===== src/rtl/assert_macros.svh =====
// assertion helpers, clock clk and active low reset rst_n assumed in scope
`ifndef ASSERT_MACROS_SVH
`define ASSERT_MACROS_SVH

`define RTCM_ASSERT_NOW(lbl, ante, cons) \
    lbl: assert property (@(posedge clk) disable iff (!rst_n) (ante) |-> (cons)) \
        else $error("assertion failed in rolling trace column mapper");

`define RTCM_ASSERT_NEXT(lbl, ante, cons) \
    lbl: assert property (@(posedge clk) disable iff (!rst_n) (ante) |=> (cons)) \
        else $error("assertion failed in rolling trace column mapper");

`endif


===== src/rtl/rtcm_pkg.sv =====
package rtcm_pkg;

    localparam int STORE_DEPTH = 2048;
    localparam int PLOT_WIDTH  = 200;
    localparam int PLOT_HEIGHT = 160;

    localparam int IDX_W = $clog2(STORE_DEPTH);
    localparam int CNT_W = $clog2(STORE_DEPTH + 1);

    localparam int SAMPLE_W = 32;
    localparam int COL_W    = 8;
    localparam int ROW_W    = 8;
    localparam int SPP_W    = 12;
    localparam int RPU_W    = 17;
    localparam int CFG_W    = 32;
    localparam int CFG_IDX_W = 2;

    // horizontal zoom is Q4.8, age rounds half up
    localparam int SPP_FRAC   = 8;
    localparam int APROD_W    = COL_W + SPP_W;
    localparam int AGE_W      = APROD_W + 1 - SPP_FRAC;
    localparam int CMP_W      = (AGE_W > CNT_W) ? AGE_W : CNT_W;

    // row offset is a Q.20 product
    localparam int DIFF_W  = SAMPLE_W + 1;
    localparam int PROD_W  = DIFF_W + RPU_W + 1;
    localparam int ROW_FRAC = 20;
    localparam int OFF_W   = PROD_W - ROW_FRAC;

    localparam logic KIND_PUSH  = 1'b0;
    localparam logic KIND_QUERY = 1'b1;

    localparam logic [CFG_IDX_W-1:0] REG_SAMPLES_PER_PIXEL = 2'd0;
    localparam logic [CFG_IDX_W-1:0] REG_ROWS_PER_UNIT     = 2'd1;
    localparam logic [CFG_IDX_W-1:0] REG_CENTER_VALUE      = 2'd2;

    localparam logic [SPP_W-1:0]    SPP_RESET    = SPP_W'(128);
    localparam logic [RPU_W-1:0]    RPU_RESET    = RPU_W'(9600);
    localparam logic [SAMPLE_W-1:0] CENTER_RESET = '0;

    typedef struct packed {
        logic                kind;
        logic [SAMPLE_W-1:0] target_sample;
        logic [SAMPLE_W-1:0] actual_sample;
        logic [COL_W-1:0]    column;
    } item_t;

    typedef struct packed {
        logic [COL_W-1:0] column_out;
        logic             has_sample;
        logic [ROW_W-1:0] target_row;
        logic [ROW_W-1:0] actual_row;
        logic             join_previous;
        logic [ROW_W-1:0] previous_target_row;
        logic [ROW_W-1:0] previous_actual_row;
    } result_t;

    typedef struct packed {
        logic                push;
        logic [SAMPLE_W-1:0] target_sample;
        logic [SAMPLE_W-1:0] actual_sample;
        logic                read;
        logic [IDX_W-1:0]    age;
    } store_req_t;

endpackage


===== src/rtl/rtcm_row_map.sv =====
module rtcm_row_map
    import rtcm_pkg::*;
(
    input  logic                clk,
    input  logic [SAMPLE_W-1:0] sample,
    input  logic [SAMPLE_W-1:0] center,
    input  logic [RPU_W-1:0]    rows_per_unit,
    output logic [ROW_W-1:0]    row
);

    localparam logic signed [OFF_W-1:0] MID_ROW = OFF_W'(PLOT_HEIGHT / 2);
    localparam logic signed [OFF_W-1:0] LOW_OFF = OFF_W'(PLOT_HEIGHT / 2) - OFF_W'(PLOT_HEIGHT - 1);

    logic signed [DIFF_W-1:0] diff_reg;
    logic signed [DIFF_W-1:0] diff_next;
    logic signed [PROD_W-1:0] prod_reg;
    logic signed [PROD_W-1:0] prod_next;
    logic signed [PROD_W-1:0] biased;
    logic signed [OFF_W-1:0]  off;
    logic [ROW_W-1:0]         row_reg;
    logic [ROW_W-1:0]         row_next;

    always_comb
    begin
        diff_next = $signed({sample[SAMPLE_W-1], sample}) - $signed({center[SAMPLE_W-1], center});
        prod_next = diff_reg * $signed({1'b0, rows_per_unit});
    end

    // truncate toward zero, then clamp into the plot
    always_comb
    begin
        biased = prod_reg + $signed({{(PROD_W - ROW_FRAC){1'b0}}, {ROW_FRAC{prod_reg[PROD_W-1]}}});
        off    = biased[PROD_W-1:ROW_FRAC];
        priority if (off > MID_ROW)
            row_next = '0;
        else if (off < LOW_OFF)
            row_next = ROW_W'(PLOT_HEIGHT - 1);
        else
            row_next = ROW_W'(MID_ROW - off);
    end

    always_ff @(posedge clk)
    begin
        diff_reg <= diff_next;
        prod_reg <= prod_next;
        row_reg  <= row_next;
    end

    assign row = row_reg;

endmodule


===== config.mk =====
export PLATFORM = sky130hd
export DESIGN_NAME = rtcm_row_map
export DESIGN_NICKNAME = d
export VERILOG_FILES = /design/src/rtl/assert_macros.svh /design/src/rtl/rtcm_pkg.sv /design/src/rtl/rtcm_row_map.sv
export SDC_FILE = /design/constraint.sdc
export NUM_CORES = 2
export LEC_CHECK = 0
export BUFFER_PORTS_ARGS = -buffer_cell sky130_fd_sc_hd__clkbuf_2
export CAP_MARGIN = 30
export CORE_AREA = 3 3 217 198
export CTS_BUF_LIST = sky130_fd_sc_hd__clkbuf_4 sky130_fd_sc_hd__clkbuf_8
export DETAILED_ROUTE_END_ITERATION = 16
export DIE_AREA = 0 0 220 201
export PLACE_DENSITY = 0.88
export SYNTH_ARGS = -nofsm -noshare
export SYNTH_HDL_FRONTEND = slang
export SYNTH_SLANG_ARGS = --single-unit

===== constraint.sdc =====
create_clock -name clk -period 13.47 [get_ports clk]
set_input_delay 2.0205 -clock clk [delete_from_list [all_inputs] [get_ports clk]]
set_output_delay 2.0205 -clock clk [all_outputs]
set_load 0.02 [all_outputs]

# [After elaboration in Yosys (flattened, before gate mapping)]
# Cells that the tools add are included.
[word_totals] output_inout_bits=8 elab_cells=12 ff_bits=92 in_bits=82
[op_classes] n_mux=1 add_sub_neg=3 n_reduce_logical=1 mul=1 magnitude_cmp=2
[ops] cell="51-bit by 21-bit adder with 51-bit output" n=1
[ops] cell="33-bit by 18-bit multiplier with 51-bit output" n=1
[ops] cell="32-bit by 32-bit subtractor with 33-bit output" n=1
[ops] cell="31-bit by 8-bit greater-than comparator with 1-bit output (second input constant)" n=1
[ops] cell="31-bit by 8-bit < comparator with 1-bit output (second input constant)" n=1
[ops] cell="8-bit two-way mux" n=1
[ops] cell="8-bit subtractor (first input constant)" n=1
[ops] cell="2-bit OR reduction" n=1

# [Longest topological paths before layout]
[logic_depth] ltp_word=3 mapped_depth=26 ltp_nobuf=25

# [Worst setup path after synthesis]
# Ideal clock, no wire load.
[synth_timing] kind="in2reg" start="input rows_per_unit[3]" end="register prod_reg[43]" path_slack_ns=5.336 arrival_time_ns=8.005 setup_time_ns=0.128 t_required_ns=13.342 stages=24 path_buffers=2 path_cell_list="clkbuf_1 and2_1 fa_1 inv_1 fa_1 fa_1 inv_1 fa_1 fa_1 inv_1 fa_1 inv_1 ha_1 clkbuf_1 a21oi_1 o21ai_0 a221oi_1 o21ai_1 a31oi_1 o41ai_1 a221oi_1 o221ai_1 a41o_1 xor2_1"
[synth_via] elab_chain_len=1
[synth_rtl] element="from (decl)" line_no="rtcm_row_map.sv:7" rtl="input logic [RPU_W-1:0] rows_per_unit,"
[synth_rtl] element="33-bit by 18-bit multiplier with 51-bit output" line_no="rtcm_row_map.sv:26" rtl="prod_next = diff_reg * $signed({1'b0, rows_per_unit});"
[synth_rtl] element="net prod_next[43]" line_no="rtcm_row_map.sv:17" rtl="logic signed [PROD_W-1:0] prod_next;"
[synth_rtl] element="to (signal assigned)" line_no="rtcm_row_map.sv:45" rtl="prod_reg <= prod_next;"
[synth_rtl] element="to (decl)" line_no="rtcm_row_map.sv:16" rtl="logic signed [PROD_W-1:0] prod_reg;"
# The timed path passes the listed nets, and every way through them passes these cells.
# A chain may end at the register's enable or synchronous reset.

# [Worst setup path in the final report]
[layout_timing] start="input rows_per_unit[4]" end="register prod_reg[43]"
# Same word-level chain as after synthesis.

==> impl_metrics.csv <==
group,metric,value,unit
yosys,synth_edf_count,0,
die,die_h,201,um
place,port_buffers,89,
grt,antenna_found_initial,3,
worst_setup_path,slowest_delay,0.55,ns
cts,holdBufCountCts,0,
yosys,syn_area,24500,sq um
detailed_routing,vias,18700,
grt,first_global_vias,20400,
timing,timing.final.crit_share,66.8,%
detailed_routing,drc,0,
timing,fmax,111,MHz
worst_setup_path,path_common_cell,"fa_1",
timing,hold_violations,0,
worst_setup_path,cp_data_arrival_time,9.28,ns
worst_setup_path,worstSetupPathType,"in -> reg",
timing,period_minus_slack,8.99,ns
yosys,yosysMostFrequentCell,"inv_1",
yosys,async_flop_share,0,%
finish,drive_gt1_share,4.74,%
yosys,ys_types,74,
yosys,synth.avg_cell_area,8.82,sq um
die,die_x,220,um
status,status,"finished, final reports clean",
worst_setup_path,crit_path_max_fanout,33,
worst_setup_path,startpoint_type,"primary input",
detailed_routing,avgRoutedWirePerCell,18.0,um
finish,syn2layout_area_growth,3.96,%
cts,htree_levels,3,
finish,largest_reg_flops,51,
job,drv_cap,0,
detailed_routing,drt_first_pass_iters,6,
timing,skew,0.0477,ns
die,start_util,60.2,%
grt,grt_overflow,0,
yosys,yosysTopAreaCellShare,43.9,%
die,core,40600,sq um
yosys,ys_seq_area_share,7.53,%
cts,cts_buffer_depth,2,
cts,insertion_delay,0.44,ns
detailed_routing,wl,59700,um
die,placementRows,70,
min_path,hold_class,"reg -> reg",
cts,post_cts_buffers,0,
cts,path_clk_slew,0.12,ns
worst_setup_path,critical_path.top_delay_family,"adder cells",
worst_setup_path,cp.required,13.76,ns
finish,multi_input_comb_area,19600,sq um
cts,cts_resized,0,
timing,rsz0062_at_grt,"no",
timing,slew_headroom,39.6,%
finish,fill_cells,3221,
grt,grt_max_degree,34,
timing,holdWs,0.683,ns
yosys,yosysTopAreaCell,"fa_1",
timing,finalSetupViolCount,0,
worst_setup_path,worstSetupEndpointType,"flop",
detailed_routing,antenna_left,0,
yosys,synth_common_cells,"inv_1, fa_1, nand2_1",
timing,slew_violations,0,
yosys,syn_inst,2775,
finish,regArea,1840,sq um
place,dp_hpwl,48600,um
detailed_routing,vias_per_cell,5.63,
die,boundaryPins,90,
grt,grt_pass1_wl,101000,um
cts,clock_sink_count,92,
place,place_congestion,0.928,
yosys,ys_ff_latch,92,
yosys,syn-num-nets,3566,
cts,cts_root_buf,"clkbuf_8",
die,dieArea,44200,sq um
finish,nNetsFinal,3568,
worst_setup_path,path_cells,"clkbuf_2, and2_1, fa_1, inv_1, fa_1, fa_1, inv_1, fa_1, fa_1, inv_1, fa_1, inv_1, ha_1, a21oi_1, o21ai_0, a221oi_1, o21ai_1, a31oi_1, o41ai_1, a221oi_1, o221ai_1, a41o_1, xor2_1",
grt,grt_use_total,28.6,%
worst_setup_path,crit_slowest_cell,"a221oi_1",
worst_setup_path,critPathBufInv,5,
timing,setup_tns,0,ns
cts,cts_tree,"yes",
cts,numCtsBuffers,9,
timing,worst_pin_slew,0.905,ns
yosys,synth_area_leaders,"fa_1, inv_1, ha_1, dfxtp_1, and2_1",
detailed_routing,drtIter0Drc,1795,
yosys,ys_warn_count,0,
yosys,ys.flop_type,"dfxtp_1",
metal layers:
metal | up-vias | track usage [%] | wire, um
met5 | - | 0 | 0
met4 | 0 | 7.86 | 1490
met3 | 154 | 8.85 | 7060
met1 | 9270 | 38.8 | 24100
met2 | 1027 | 44.7 | 27100
li1 | 8277 | - | -
worst paths after layout:
path         slack, ns  cells past startpoint        startpoint            to
min               0.68                      2      prod_reg[26]        row[6]
max               4.48                     23  rows_per_unit[4]  prod_reg[43]
min reg2reg       0.68                      2      prod_reg[26]        row[6]
max reg2reg       5.94                     23       diff_reg[7]  prod_reg[43]
cell usage in the layout (no fill, tap or decap), types with 6 or more instances in the layout:
master / count
o21ai_0: 39
and3_1: 13
o21a_1: 14
a21oi_1: 73
nand3_1: 28
ha_1: 172
fa_1: 537
and2_1: 236
o211ai_1: 7
nor3_1: 15
xor2_1: 31
a21o_1: 54
nor2_1: 54
clkbuf_8: 9
clkbuf_2: 89
a211oi_1: 11
nand4_1: 19
dfxtp_1: 92
a31oi_1: 8
nand2b_1: 14
inv_1: 694
o21bai_1: 7
nand2_1: 379
xnor2_1: 63
o21ai_1: 6
nor2b_1: 11
worst reg2reg max path, delay by kind of cell, from the launching register on:
kind                     cells  cell delay [ns]
flip-flops                   1             0.87
buffers and inverters        5             0.27
XOR/XNOR                     1             0.14
AO/OA/AOI/OAI                8             2.53
adder cells (fa/ha/maj)      7             3.35
AND/OR/NAND/NOR              2             0.28
stage by stage:
stage	instances	setup WS [ns]	utilization, %	instance area, sq um
global placement	3306	4.37	62.1	25200
detailed placement	3306	4.19	62.1	25200
floorplan	2775	5.34	-	24500
CTS	3322	4.63	62.6	25400
finish	3324	4.48	62.6	25400
global route	3323	4.15	62.6	25400
area by class of cell:
class                           instances  area share, %
Inverter                              694           10.2
Sequential cell                        92           7.24
Clock inverter                          7          0.275
Timing Repair Buffer                   94           1.90
Antenna cell                            2         0.0197
Multi-Input combinational cell       1886           77.2
Clock buffer                            9          0.487
Tap cell                              540           2.66
kinds of logic after synthesis:
| family | synth area share (%) |
|---|---|
| AND/OR/NAND/NOR | 15.9 |
| buffers and inverters | 12.2 |
| adder cells (fa/ha/maj) | 52.7 |
| AO/OA/AOI/OAI | 8.00 |
| XOR/XNOR | 3.36 |
| flip-flops | 7.53 |
| multiplexers | 0.256 |
Power is not shown: default switching activity piles up to over one toggle a cycle in this logic, so the estimate is an artifact.
